`src/rtl/core/tyr_pkg.sv`:
```
// Shared types, constants and helper functions for the tiled YUV 4:2:0 to RGB565 converter.
package tyr_pkg;

	// Picture geometry limits.
	localparam int MAX_TILES_ACROSS = 128;
	localparam int MAX_TILES_DOWN   = 128;
	localparam int TILE_W           = 7;   // tile column / tile row counter width
	localparam int COUNT_W          = 8;   // width of a tile count register
	localparam int LINE_W           = 5;   // line within a 32-line tile
	localparam int PAIR_W           = 4;   // pixel pair within a 32-pixel tile line
	localparam int POS_W            = 12;  // row and column of a pixel
	localparam int CROP_W           = 13;  // crop registers, 0..4096
	localparam int STRIDE_W         = 13;  // raster stride, 32 * tiles_across
	localparam int INDEX_W          = 24;  // raster destination index
	localparam int SUM_W            = 20;  // signed color sums before scaling

	// Configuration register indexes.
	localparam int CFG_IDX_W = 3;
	typedef enum logic [CFG_IDX_W-1:0] {
		REG_TILES_ACROSS = 3'd0,
		REG_TILES_DOWN   = 3'd1,
		REG_CROP_TOP     = 3'd2,
		REG_CROP_BOTTOM  = 3'd3,
		REG_CROP_LEFT    = 3'd4,
		REG_CROP_RIGHT   = 3'd5
	} cfg_reg_t;

	// Reset values of the registers.
	localparam logic [COUNT_W-1:0] TILES_RESET     = COUNT_W'(1);
	localparam logic [CROP_W-1:0]  CROP_LOW_RESET  = CROP_W'(0);
	localparam logic [CROP_W-1:0]  CROP_HIGH_RESET = CROP_W'(4096);

	// BT.601 integer coefficients, scaled by 256.
	localparam int COEF_Y   = 298;
	localparam int COEF_RV  = 409;
	localparam int COEF_GU  = 100;
	localparam int COEF_GV  = 208;
	localparam int COEF_BU  = 517;
	localparam int LUMA_OFS = 16;
	localparam int CHROMA_OFS = 128;

	// Position of a pixel pair in the raster picture.
	typedef struct packed {
		logic [POS_W-1:0] row;
		logic [POS_W-1:0] col;
		logic             done;
	} pos_t;

	// One input beat.
	typedef struct packed {
		logic [7:0] chroma_v;
		logic [7:0] chroma_u;
		logic [7:0] luma_second;
		logic [7:0] luma_first;
	} pair_in_t;

	// A tile count of zero counts as one, and one above the limit as the limit.
	function automatic logic [COUNT_W-1:0] clamp_count(input logic [COUNT_W-1:0] v,
			input logic [COUNT_W:0] maxv);
		logic [COUNT_W-1:0] r;
		if (v == '0) begin
			r = COUNT_W'(1);
		end else if ({1'b0, v} > maxv) begin
			r = maxv[COUNT_W-1:0];
		end else begin
			r = v;
		end
		return r;
	endfunction

	// Divide by 256 and saturate to 0..255.
	function automatic logic [7:0] clip_div256(input logic signed [SUM_W-1:0] s);
		logic [7:0] r;
		if (s[SUM_W-1]) begin
			r = 8'd0;
		end else if (s[SUM_W-2:16] != '0) begin
			r = 8'hff;
		end else begin
			r = s[15:8];
		end
		return r;
	endfunction

endpackage

```
`src/rtl/core/tiled_yuv420_to_rgb565.sv`:
```
// Top level of the tiled YUV 4:2:0 to RGB565 pixel pair converter.
//
// Input beats arrive on the s_ stream in 32x32 tile order: pairs left to right
// in a tile line, lines top to bottom in a tile, tiles left to right, then tile
// rows top to bottom. Each beat carries two luma bytes and the shared U and V.
// Each beat yields exactly one output beat on the m_ stream: two RGB565 pixels
// and the raster index of the even pixel; m_tlast marks the last pair of a frame.
// The cfg_ write channel sets the tile counts and the crop window; it is always
// ready and should only be written while no beat is in flight.
// Throughput is one beat per clock while the receiver is ready. An accepted
// beat lands in the input stage, and its result is then loaded into the output
// register, from which it leaves on the m_ stream.
// The conversion, crop test and index multiply all sit in the single path
// between those two registers.
// When the receiver stalls, the output register holds; a beat can still be
// taken into the empty input stage, and s_tready drops once both are full.
// Reset clears the position counters to the first pair of a frame, empties the
// pipeline and restores the register defaults (one tile each way, full window).
module tiled_yuv420_to_rgb565 (
	input  logic                           clk,
	input  logic                           arst_n,
	// Configuration write channel.
	input  logic                           cfg_valid,
	output logic                           cfg_ready,
	input  logic [tyr_pkg::CFG_IDX_W-1:0]  cfg_index,
	input  logic [tyr_pkg::CROP_W-1:0]     cfg_data,
	// Input stream.
	input  logic                           s_tvalid,
	output logic                           s_tready,
	input  logic [31:0]                    s_tdata,  // luma_first, luma_second, chroma_u, chroma_v
	// Output stream.
	output logic                           m_tvalid,
	input  logic                           m_tready,
	output logic [55:0]                    m_tdata,  // pixel_pair[31:0], dest_index[55:32]
	output logic                           m_tlast   // frame_done
);

	logic [tyr_pkg::COUNT_W-1:0]  tiles_across_q;
	logic [tyr_pkg::COUNT_W-1:0]  tiles_down_q;
	logic [tyr_pkg::CROP_W-1:0]   crop_top_q;
	logic [tyr_pkg::CROP_W-1:0]   crop_bottom_q;
	logic [tyr_pkg::CROP_W-1:0]   crop_left_q;
	logic [tyr_pkg::CROP_W-1:0]   crop_right_q;
	logic [tyr_pkg::COUNT_W-1:0]  across;
	logic [tyr_pkg::COUNT_W-1:0]  down;

	tyr_pkg::pos_t                pos;
	logic                         in_beat;
	logic                         adv_s1;
	logic                         adv_s2;

	logic                         valid_s1;
	tyr_pkg::pair_in_t            pair_s1;
	tyr_pkg::pos_t                pos_s1;

	logic                         valid_s2;
	logic [31:0]                  pixel_pair_s2;
	logic [tyr_pkg::INDEX_W-1:0]  dest_index_s2;
	logic                         frame_done_s2;

	logic [tyr_pkg::STRIDE_W-1:0] stride;
	logic [24:0]                  row_offset;
	logic [tyr_pkg::INDEX_W-1:0]  dest_index;
	logic [tyr_pkg::CROP_W-1:0]   row_ext;
	logic [tyr_pkg::CROP_W-1:0]   col0_ext;
	logic [tyr_pkg::CROP_W-1:0]   col1_ext;
	logic                         row_ok;
	logic                         vis0;
	logic                         vis1;
	logic [15:0]                  rgb0;
	logic [15:0]                  rgb1;

	// Configuration registers.
	assign cfg_ready = 1'b1;

	always_ff @(posedge clk or negedge arst_n) begin
		if (!arst_n) begin
			tiles_across_q <= tyr_pkg::TILES_RESET;
			tiles_down_q   <= tyr_pkg::TILES_RESET;
			crop_top_q     <= tyr_pkg::CROP_LOW_RESET;
			crop_bottom_q  <= tyr_pkg::CROP_HIGH_RESET;
			crop_left_q    <= tyr_pkg::CROP_LOW_RESET;
			crop_right_q   <= tyr_pkg::CROP_HIGH_RESET;
		end else if (cfg_valid && cfg_ready) begin
			unique case (cfg_index)
				tyr_pkg::REG_TILES_ACROSS: tiles_across_q <= cfg_data[tyr_pkg::COUNT_W-1:0];
				tyr_pkg::REG_TILES_DOWN:   tiles_down_q   <= cfg_data[tyr_pkg::COUNT_W-1:0];
				tyr_pkg::REG_CROP_TOP:     crop_top_q     <= cfg_data;
				tyr_pkg::REG_CROP_BOTTOM:  crop_bottom_q  <= cfg_data;
				tyr_pkg::REG_CROP_LEFT:    crop_left_q    <= cfg_data;
				tyr_pkg::REG_CROP_RIGHT:   crop_right_q   <= cfg_data;
				default: ;
			endcase
		end
	end

	assign across = tyr_pkg::clamp_count(tiles_across_q,
		(tyr_pkg::COUNT_W + 1)'(tyr_pkg::MAX_TILES_ACROSS));
	assign down   = tyr_pkg::clamp_count(tiles_down_q,
		(tyr_pkg::COUNT_W + 1)'(tyr_pkg::MAX_TILES_DOWN));

	// Pipeline flow control: each stage moves when the one after it is free.
	assign adv_s2   = !valid_s2 || m_tready;
	assign adv_s1   = !valid_s1 || adv_s2;
	assign s_tready = adv_s1;
	assign in_beat  = s_tvalid && s_tready;

	tyr_tile_cnt u_tile_cnt (
		.clk     (clk),
		.arst_n  (arst_n),
		.advance (in_beat),
		.across  (across),
		.down    (down),
		.pos     (pos)
	);

	// Input stage.
	always_ff @(posedge clk or negedge arst_n) begin
		if (!arst_n) begin
			valid_s1 <= 1'b0;
		end else if (adv_s1) begin
			valid_s1 <= s_tvalid;
		end
	end

	always_ff @(posedge clk) begin
		if (in_beat) begin
			pair_s1 <= s_tdata;
			pos_s1  <= pos;
		end
	end

	// Crop test, raster index and color conversion.
	assign row_ext  = {1'b0, pos_s1.row};
	assign col0_ext = {1'b0, pos_s1.col};
	assign col1_ext = {1'b0, pos_s1.col} + tyr_pkg::CROP_W'(1);
	assign row_ok   = (row_ext >= crop_top_q) && (row_ext < crop_bottom_q);
	assign vis0     = row_ok && (col0_ext >= crop_left_q) && (col0_ext < crop_right_q);
	assign vis1     = row_ok && (col1_ext >= crop_left_q) && (col1_ext < crop_right_q);

	assign stride     = {across, 5'b00000};
	assign row_offset = 25'(pos_s1.row) * 25'(stride);
	assign dest_index = tyr_pkg::INDEX_W'(row_offset + 25'(pos_s1.col));

	tyr_pixel_cvt u_cvt_even (
		.luma     (pair_s1.luma_first),
		.chroma_u (pair_s1.chroma_u),
		.chroma_v (pair_s1.chroma_v),
		.visible  (vis0),
		.rgb      (rgb0)
	);

	tyr_pixel_cvt u_cvt_odd (
		.luma     (pair_s1.luma_second),
		.chroma_u (pair_s1.chroma_u),
		.chroma_v (pair_s1.chroma_v),
		.visible  (vis1),
		.rgb      (rgb1)
	);

	// Output register.
	always_ff @(posedge clk or negedge arst_n) begin
		if (!arst_n) begin
			valid_s2 <= 1'b0;
		end else if (adv_s2) begin
			valid_s2 <= valid_s1;
		end
	end

	always_ff @(posedge clk) begin
		if (adv_s2 && valid_s1) begin
			pixel_pair_s2 <= {rgb1, rgb0};
			dest_index_s2 <= dest_index;
			frame_done_s2 <= pos_s1.done;
		end
	end

	assign m_tvalid = valid_s2;
	assign m_tdata  = {dest_index_s2, pixel_pair_s2};
	assign m_tlast  = frame_done_s2;

	// After the last pair of a frame the counters restart at the first pair.
	assert property (@(posedge clk) disable iff (!arst_n)
		in_beat && pos.done |=> pos.row == '0 && pos.col == '0)
		else $error("position counters did not wrap after the last pair of a frame");

	// An empty output register never holds off the input.
	assert property (@(posedge clk) disable iff (!arst_n)
		!valid_s2 |-> s_tready)
		else $error("input stalled while the output register is empty");

	// With both stages full and the receiver stalled, no beat may enter.
	assert property (@(posedge clk) disable iff (!arst_n)
		valid_s1 && valid_s2 && !m_tready |-> !s_tready)
		else $error("input accepted while the pipeline is full and stalled");

endmodule

```
`src/rtl/core/tyr_pixel_cvt.sv`:
```
// Converts one YUV pixel to RGB565, forced to zero outside the crop window.
module tyr_pixel_cvt (
	input  logic [7:0]  luma,
	input  logic [7:0]  chroma_u,
	input  logic [7:0]  chroma_v,
	input  logic        visible,
	output logic [15:0] rgb
);

	logic signed [9:0]                 c;
	logic signed [9:0]                 d;
	logic signed [9:0]                 e;
	logic signed [tyr_pkg::SUM_W-1:0] luma_term;
	logic signed [tyr_pkg::SUM_W-1:0] sum_r;
	logic signed [tyr_pkg::SUM_W-1:0] sum_g;
	logic signed [tyr_pkg::SUM_W-1:0] sum_b;
	logic [7:0]                        r;
	logic [7:0]                        g;
	logic [7:0]                        b;

	always_comb begin
		c = $signed({2'b00, luma}) - 10'(tyr_pkg::LUMA_OFS);
		d = $signed({2'b00, chroma_u}) - 10'(tyr_pkg::CHROMA_OFS);
		e = $signed({2'b00, chroma_v}) - 10'(tyr_pkg::CHROMA_OFS);
		luma_term = tyr_pkg::SUM_W'(c) * tyr_pkg::SUM_W'(tyr_pkg::COEF_Y);
		sum_r = luma_term + tyr_pkg::SUM_W'(e) * tyr_pkg::SUM_W'(tyr_pkg::COEF_RV);
		sum_g = luma_term - tyr_pkg::SUM_W'(d) * tyr_pkg::SUM_W'(tyr_pkg::COEF_GU)
			- tyr_pkg::SUM_W'(e) * tyr_pkg::SUM_W'(tyr_pkg::COEF_GV);
		sum_b = luma_term + tyr_pkg::SUM_W'(d) * tyr_pkg::SUM_W'(tyr_pkg::COEF_BU);
		r = tyr_pkg::clip_div256(sum_r);
		g = tyr_pkg::clip_div256(sum_g);
		b = tyr_pkg::clip_div256(sum_b);
		rgb = visible ? {r[7:3], g[7:2], b[7:3]} : 16'd0;
	end

endmodule

```
`src/rtl/core/tyr_tile_cnt.sv`:
```
// Tile-order position counters: pair, line, tile column and tile row.
module tyr_tile_cnt (
	input  logic                         clk,
	input  logic                         arst_n,
	input  logic                         advance,
	input  logic [tyr_pkg::COUNT_W-1:0]  across,
	input  logic [tyr_pkg::COUNT_W-1:0]  down,
	output tyr_pkg::pos_t                pos
);

	logic [tyr_pkg::TILE_W-1:0] tile_column_q;
	logic [tyr_pkg::TILE_W-1:0] tile_row_q;
	logic [tyr_pkg::LINE_W-1:0] line_q;
	logic [tyr_pkg::PAIR_W-1:0] pair_q;
	logic                       last_pair;
	logic                       last_line;
	logic                       last_col;
	logic                       last_row;

	// A counter at or beyond a shrunken tile count is treated as on its last tile.
	assign last_pair = &pair_q;
	assign last_line = &line_q;
	assign last_col  = ({1'b0, tile_column_q} + tyr_pkg::COUNT_W'(1)) >= across;
	assign last_row  = ({1'b0, tile_row_q} + tyr_pkg::COUNT_W'(1)) >= down;

	assign pos.row  = {tile_row_q, line_q};
	assign pos.col  = {tile_column_q, pair_q, 1'b0};
	assign pos.done = last_pair && last_line && last_col && last_row;

	always_ff @(posedge clk or negedge arst_n) begin
		if (!arst_n) begin
			tile_column_q <= '0;
			tile_row_q    <= '0;
			line_q        <= '0;
			pair_q        <= '0;
		end else if (advance) begin
			pair_q <= pair_q + 1'b1;
			if (last_pair) begin
				line_q <= line_q + 1'b1;
				if (last_line) begin
					if (!last_col) begin
						tile_column_q <= tile_column_q + 1'b1;
					end else begin
						tile_column_q <= '0;
						tile_row_q    <= last_row ? '0 : tile_row_q + 1'b1;
					end
				end
			end
		end
	end

endmodule
```
`config.mk`:
```
export PLATFORM = sky130hd
export DESIGN_NAME = tiled_yuv420_to_rgb565
export DESIGN_NICKNAME = d
export VERILOG_FILES = /design/src/rtl/core/tyr_pkg.sv /design/src/rtl/core/tiled_yuv420_to_rgb565.sv /design/src/rtl/core/tyr_pixel_cvt.sv /design/src/rtl/core/tyr_tile_cnt.sv
export SDC_FILE = /design/constraint.sdc
export NUM_CORES = 1
export LEC_CHECK = 0
export BUFFER_PORTS_ARGS = -buffer_cell sky130_fd_sc_hd__buf_2
export CAP_MARGIN = 20
export CORE_UTILIZATION = 60
export CTS_BUF_LIST = sky130_fd_sc_hd__clkbuf_8
export DETAILED_ROUTE_END_ITERATION = 8
export PLACE_DENSITY = 0.78
export SETUP_SLACK_MARGIN = 0.4
export SLEW_MARGIN = 10
export SYNTH_ARGS = -nofsm -noshare
export SYNTH_HDL_FRONTEND = slang
export SYNTH_SLANG_ARGS = --single-unit
```
`constraint.sdc`:
```
create_clock -name clk -period 10 [get_ports clk]
set_input_delay 2.5 -clock clk [delete_from_list [all_inputs] [get_ports clk]]
set_output_delay 2.5 -clock clk [all_outputs]
set_load 0.02 [all_outputs]
```
### Yosys cells after proc, flatten, opt, wreduce, memory -nomap -nowiden

Index checks and enable logic that the tools add are counted.

* register bits: 206
* output and inout bits: 60

* add/subtract/negate cells: 20
* multipliers: 7
* order comparisons: 10
* equality and inequality tests: 5
* mux-type cells: 12
* bitwise gates (word level): 2
* reductions and logical operators: 40

Operators by type and width (count)
* 20-bit adder: 4
* 8-bit two-way mux: 10
* 20-bit subtractor: 4
* 9-bit by 9-bit multiplier with 18-bit output, second input constant: 2
* 12-bit by 13-bit greater-or-equal comparator with 1-bit output: 2
* 12-bit by 13-bit < comparator with 1-bit output: 2
* 24-bit by 12-bit adder with 24-bit output: 1
* 9-bit by 11-bit multiplier with 20-bit output, second input constant: 1
* 12-bit by 8-bit multiplier with 19-bit output: 1
* 9-bit by 10-bit multiplier with 19-bit output, second input constant: 1
* 3-bit nonzero test: 6
* 8-bit by 5-bit subtractor with 9-bit output, second input constant: 2
* 8-bit by 8-bit subtractor with 9-bit output, second input constant: 2
* 7-bit by 1-bit adder with 8-bit output, second input constant: 2
* 8-bit greater-or-equal comparator: 2
* 8-bit > comparator, second input constant: 2
* 8-bit logical NOT: 2
* 9-bit by 6-bit multiplier with 15-bit output, second input constant: 1
* 7-bit by 1-bit adder with 7-bit output, second input constant: 2
* 9-bit by 5-bit multiplier with 14-bit output, second input constant: 1
* 7-bit two-way mux: 2
* 12-bit by 1-bit adder with 13-bit output, second input constant: 1
* 13-bit greater-or-equal comparator: 1
* 13-bit < comparator: 1
* other kinds (16): 41

### Logic depth before layout (Yosys ltp)

* depth after elaboration: 6
* mapped depth: 31

### Modules after synthesis

A second synthesis with hierarchy kept.

* cell total of the unflattened synthesis: 2723
* area, all modules: 26949.6 um^2

Modules (own cells, without submodules)
* tiled_yuv420_to_rgb565: times used 1, cells each 972, area each 11488.5 um^2, sequential area each 5180.0 um^2
* tyr_pixel_cvt at u_cvt_odd: times used 1, cells each 793, area each 6977.9 um^2, sequential area each 0.0 um^2
* tyr_pixel_cvt at u_cvt_even: times used 1, cells each 780, area each 6847.8 um^2, sequential area each 0.0 um^2
* tyr_tile_cnt: times used 1, cells each 178, area each 1635.3 um^2, sequential area each 575.6 um^2

### Worst setup path before layout

Ideal clock, no wire load.

* kind: register to register
* start point: register pair_s1[12] in the netlist's numbering
* end point: register pixel_pair_s2[21], data pin
* library setup time: 0.254 ns
* arrival: 6.554 ns
* slack: 3.192 ns
* cell stages (with the launch flop): 30
* buffers on the path: 1
* cell sequence: edfxtp_1 inv_1 ha_1 nand2_1 clkinv_1 ha_1 ha_1 inv_1 fa_1 fa_1 inv_1 ha_1 o21a_1 o31a_1 o21ai_0 a21boi_1 o21a_1 nor2_1 xnor2_1 fa_1 ha_1 and3_1 nand3_1 a21oi_1 o211a_1 o211a_1 or3_1 and3_1 buf_6 o21a_1

* cells in the longest elaborated chain, start to end: 6
* elaborated cells between the ends (all ways): 7
* classes of those cells: 3 x add/sub; 1 x mul; 1 x mux; 2 x reduce/logical

RTL lines
* start, declared: RTL line tiled_yuv420_to_rgb565.sv:53 `tyr_pkg::pair_in_t pair_s1;`
* start signal, assigned: RTL line tiled_yuv420_to_rgb565.sv:128 `pair_s1 <= s_tdata;`
* 8-bit by 5-bit subtractor with 9-bit output *: RTL line tyr_pixel_cvt.sv:22 `c = $signed({2'b00, luma}) - 10'(tyr_pkg::LUMA_OFS);`
* 9-bit by 9-bit multiplier with 18-bit output *: RTL line tyr_pixel_cvt.sv:25 `luma_term = tyr_pkg::SUM_W'(c) * tyr_pkg::SUM_W'(tyr_pkg::COEF_Y);`
* 20-bit subtractor *: RTL line tyr_pixel_cvt.sv:27 `sum_g = luma_term - tyr_pkg::SUM_W'(d) * tyr_pkg::SUM_W'(tyr_pkg::COEF_GU)`
* 20-bit subtractor *: RTL line tyr_pixel_cvt.sv:28 `- tyr_pkg::SUM_W'(e) * tyr_pkg::SUM_W'(tyr_pkg::COEF_GV);`
* 3-bit nonzero test: RTL line tyr_pkg.sv:76 `end else if (s[SUM_W-2:16] != '0) begin`
* 8-bit two-way mux: RTL line tyr_pkg.sv:76
* end signal, assigned: RTL line tiled_yuv420_to_rgb565.sv:172 `pixel_pair_s2 <= {rgb1, rgb0};`
* end, declared: RTL line tiled_yuv420_to_rgb565.sv:57 `logic [31:0] pixel_pair_s2;`

Every way passes the cells marked *; elsewhere a longest branch is shown, timed or not.
A chain may end at the register's enable or synchronous reset.

### Final worst setup path

Ends and elaborated chain as after synthesis.

==> impl_summary.md <==
Logic synthesis
The main flop type after synthesis is sky130_fd_sc_hd__edfxtp_1. In the synthesized netlist, the number of instances is 2,422. The number of flops mapped to enable cells by yosys is 112. The average cell area after synthesis is slightly below 10 um2.

The synthesized netlist occupies a cell area of 23,500 um2. In the synthesized netlist, the cells that appear most often are sky130_fd_sc_hd__ha_1, sky130_fd_sc_hd__inv_1, sky130_fd_sc_hd__fa_1. The share of Yosys cell area claimed by the top area cell type is 0.239. The number of different library cells used by synthesis comes to between 90 and 100. Counting flops with an async set or reset pin after synthesis yields a share of 0.454.

The synthesized flop and latch total is roughly 210. Sorting the synthesized cells by area gives the leading types as sky130_fd_sc_hd__ha_1, sky130_fd_sc_hd__edfxtp_1, sky130_fd_sc_hd__fa_1. The share of synthesized area occupied by flip-flops and latches is 0.243. In the post-synthesis netlist, the cell with the most instances is sky130_fd_sc_hd__ha_1. The Yosys step of the flow raised 0 warnings. The biggest area contributor in the post-synthesis netlist is sky130_fd_sc_hd__ha_1. The synthesized net count is roughly 3,100.

Setup path
The endpoint of the most critical register-to-register path is pixel_pair_s2[21]. The kind of critical path is reg2reg. The maximum net fanout on the critical path is 11. The startpoint identified for the worst register-to-register timing path is pair_s1[12]. Data on the critical path arrives at its endpoint at between 7 and 8 ns. The worst register-to-register path has a setup slack of around 2.5 ns. The required time reported for the critical path endpoint is between 10 and 15 ns.

The endpoint kind of the worst setup timing path is a register. The category of the worst setup path launch point is a register. The depth of the worst register-to-register path is 27.

Placement
Once placement completed, the tool counted placed cells totaling 3,027. The routability congestion estimate from global placement is 0.940. The detailed placer's ending HPWL is 45.1 mm. The count of input and output buffers is between 100 and 150.

Detailed routing
The per-cell routed wire length is ~18 um. The count of unresolved DRC violations after routing is 0. The final antenna-violating net count is 0. In this run the top signal layer used is met4.

The routed design uses roughly 2.6 mm of met3 wire. The routed length on met2 is 27.3 mm. The number of iterations in the first detailed-routing pass is 5.

The iteration-0 DRC count of the detailed router is just under 900. The total number of vias is between 15,000 and 20,000. The total length of routed wires is between 50 and 60 mm. The detailed router put a total of between 20 and 25 mm of wire on met1.

The via count normalized by instance count is about 5.6.

Global routing
The number of global-route vias before repair is between 15,000 and 20,000. In the global route stage, overall resource usage came out at 0.290. The maximum number of pins on one net before global-route repair is 68. The first global-routing pass estimated 89.8 mm of wire. The initial antenna violation count is 0. The residual overflow from global routing is 0.

Timing
The final clock period utilization by the worst path is 0.750. The worst path needs ~7.5 ns of the cycle, external delays included. Setup repair after global routing left no endpoint under its margin. The total of endpoints with negative setup slack in the final report is 0. The total count of hold-check failures in the final report is 0. The slew of the pin with the lowest slew margin is slightly below 0.9 ns. The worst slew slack as a fraction of its limit is 0.401.

The final-layout setup total negative slack is 0 ns. The clock arrives with approximately 0.044 ns of skew. The count of pins over their slew limit came to 0. Timing would allow up to ~130 MHz.

Final layout
For this run, the post-layout net count is between 3,000 and 4,000. The number of inserted diodes is 0. The synthesis-to-finish area growth is 8.62%. In the final layout, the share of cells above drive strength 1 is 0.106. The finished layout holds 3,104 standard cells, fillers aside.

Worst hold path
The class of the tightest hold or removal check is reg2reg. The startpoint identified for the worst hold timing path is pos_s1[0]. The worst hold path was traced through 0 stages. The end of the worst hold path is m_tlast.

Clock network
The CTS tree is done. The number of clock sinks seen by CTS is approximately 200. The number of buffers inserted during clock tree synthesis is 41.

The H-tree was split into 2 levels. In this run the post-CTS setup repair buffer count came out at 0. The clock-pin slew on the worst setup and hold paths is around 0.060 ns. The cell at the root of the clock tree is sky130_fd_sc_hd__clkbuf_8. For the worst-skew pair, the clock arrives at the later sink with an insertion delay of ~0.63 ns.

The post-CTS resize count is 0. The quantity of hold-fixing buffers added after cts is 0. The maximum clock path buffer count is 3.

Flow run
The max capacitance violation total is 0.

Floorplanning
The x dimension of the die is ~200 um. The total number of placement rows is 72. The die footprint is 39,900 um2.

The floorplan step set the die height to roughly 200 um. For this configuration, the core starts out at a cell density of 0.608. The area of the core is ~39,000 um2. During I/O placement, the number of pins put on the boundary was 113.

Outcome
The run finished with clean final reports.
==> cell type report <==
type	instances	area, um2
clock inverters	30	236
inverters	426	1600
clock buffers	46	633
multi-input cells	1760	16100
well taps	518	648
fillers	3044	13100
flip-flops and latches	205	5700
repair buffers	119	624
==> layout by cell type (no fill, tap or decap), types with 33 or more instances in the layout <==
cell,count
sky130_fd_sc_hd__dfrtp_1,89
sky130_fd_sc_hd__o21ai_0,78
sky130_fd_sc_hd__inv_1,433
sky130_fd_sc_hd__nand3_1,43
sky130_fd_sc_hd__o21a_1,48
sky130_fd_sc_hd__nand2_1,123
sky130_fd_sc_hd__xor2_1,53
sky130_fd_sc_hd__fa_1,142
sky130_fd_sc_hd__clkbuf_8,46
sky130_fd_sc_hd__ha_1,449
sky130_fd_sc_hd__edfxtp_1,112
sky130_fd_sc_hd__a21o_1,56
sky130_fd_sc_hd__and2_1,80
sky130_fd_sc_hd__buf_2,109
sky130_fd_sc_hd__nor2_1,104
sky130_fd_sc_hd__mux2_2,53
sky130_fd_sc_hd__nor3_1,33
sky130_fd_sc_hd__xnor2_1,104
sky130_fd_sc_hd__a21oi_1,121
==> critical path, stage by stage (launching register included) <==
cell and delay, ns:
sky130_fd_sc_hd__edfxtp_1 0.38, sky130_fd_sc_hd__inv_1 0.13, sky130_fd_sc_hd__ha_1 0.26, sky130_fd_sc_hd__nand2_1 0.18
sky130_fd_sc_hd__clkinv_1 0.38, sky130_fd_sc_hd__ha_1 0.47, sky130_fd_sc_hd__ha_1 0.31, sky130_fd_sc_hd__inv_1 0.08
sky130_fd_sc_hd__fa_1 0.44, sky130_fd_sc_hd__fa_1 0.54, sky130_fd_sc_hd__inv_1 0.04, sky130_fd_sc_hd__ha_1 0.33
sky130_fd_sc_hd__o21a_1 0.20, sky130_fd_sc_hd__o31a_1 0.11, sky130_fd_sc_hd__o21ai_0 0.23, sky130_fd_sc_hd__a21boi_1 0.15
sky130_fd_sc_hd__nor2_1 0.37, sky130_fd_sc_hd__fa_1 0.47, sky130_fd_sc_hd__ha_1 0.38, sky130_fd_sc_hd__a21o_1 0.20
sky130_fd_sc_hd__a21o_1 0.17, sky130_fd_sc_hd__a21oi_1 0.13, sky130_fd_sc_hd__nand2_1 0.08, sky130_fd_sc_hd__o211a_1 0.23
sky130_fd_sc_hd__o211a_1 0.25, sky130_fd_sc_hd__or3_1 0.36, sky130_fd_sc_hd__and3_1 0.26, sky130_fd_sc_hd__o21a_1 0.14
==> per-layer routing <==
layer,global-route usage,vias to the layer above
li1,-,8499
met2,0.508,385
met1,0.343,8498
met4,0.142,0
met3,0.0484,138
met5,0,-
==> state kept, by name (all words and copies together), names as in the netlist, 7 cells and up <==
name	flops
crop_right_q	13
u_tile_cnt.tile_row_q	7
pos_s1	13
dest_index_s2	23
crop_bottom_q	13
u_tile_cnt.tile_column_q	7
col0_ext	11
crop_left_q	13
tiles_down_q	8
tiles_across_q	8
pixel_pair_s2	32
crop_top_q	13
pair_s1	32
==> kinds of logic (layout without fill, tap and decap cells) <==
kind of cell | after synthesis | in the layout | synth area share
flip-flops | 205 | 205 | 0.243
XOR/XNOR | 157 | 157 | 0.0586
multiplexers | 62 | 62 | 0.0292
adder cells (fa/ha/maj) | 591 | 591 | 0.360
AO/OA/AOI/OAI | 421 | 421 | 0.119
buffers and inverters | 457 | 621 | 0.0739
AND/OR/NAND/NOR | 527 | 527 | 0.117
other | 2 | 2 | 0.000320
==> worst max-delay path by stage <==
stage | start | end
after global routing | pair_s1[12] | pixel_pair_s2[21]
after detailed placement | pair_s1[4] | pixel_pair_s2[6]
after global placement | pair_s1[4] | pixel_pair_s2[10]
final | pair_s1[12] | pixel_pair_s2[21]
after floorplan | pair_s1[12] | pixel_pair_s2[21]
after CTS | pair_s1[4] | pixel_pair_s2[5]
==> through the flow <==
stage	hold WS (ns)	cell area [um2]	worst slack, ns	utilization
floorplan	0.400	23500	3.19	-
global placement	0.405	24600	2.67	0.637
detailed placement	0.415	24600	2.37	0.637
CTS	0.428	25500	2.33	0.660
global route	0.444	25500	2.07	0.660
finish	0.430	25500	2.50	0.660
Power is not shown: default switching activity piles up to over one toggle a cycle in this logic, so the estimate is an artifact.
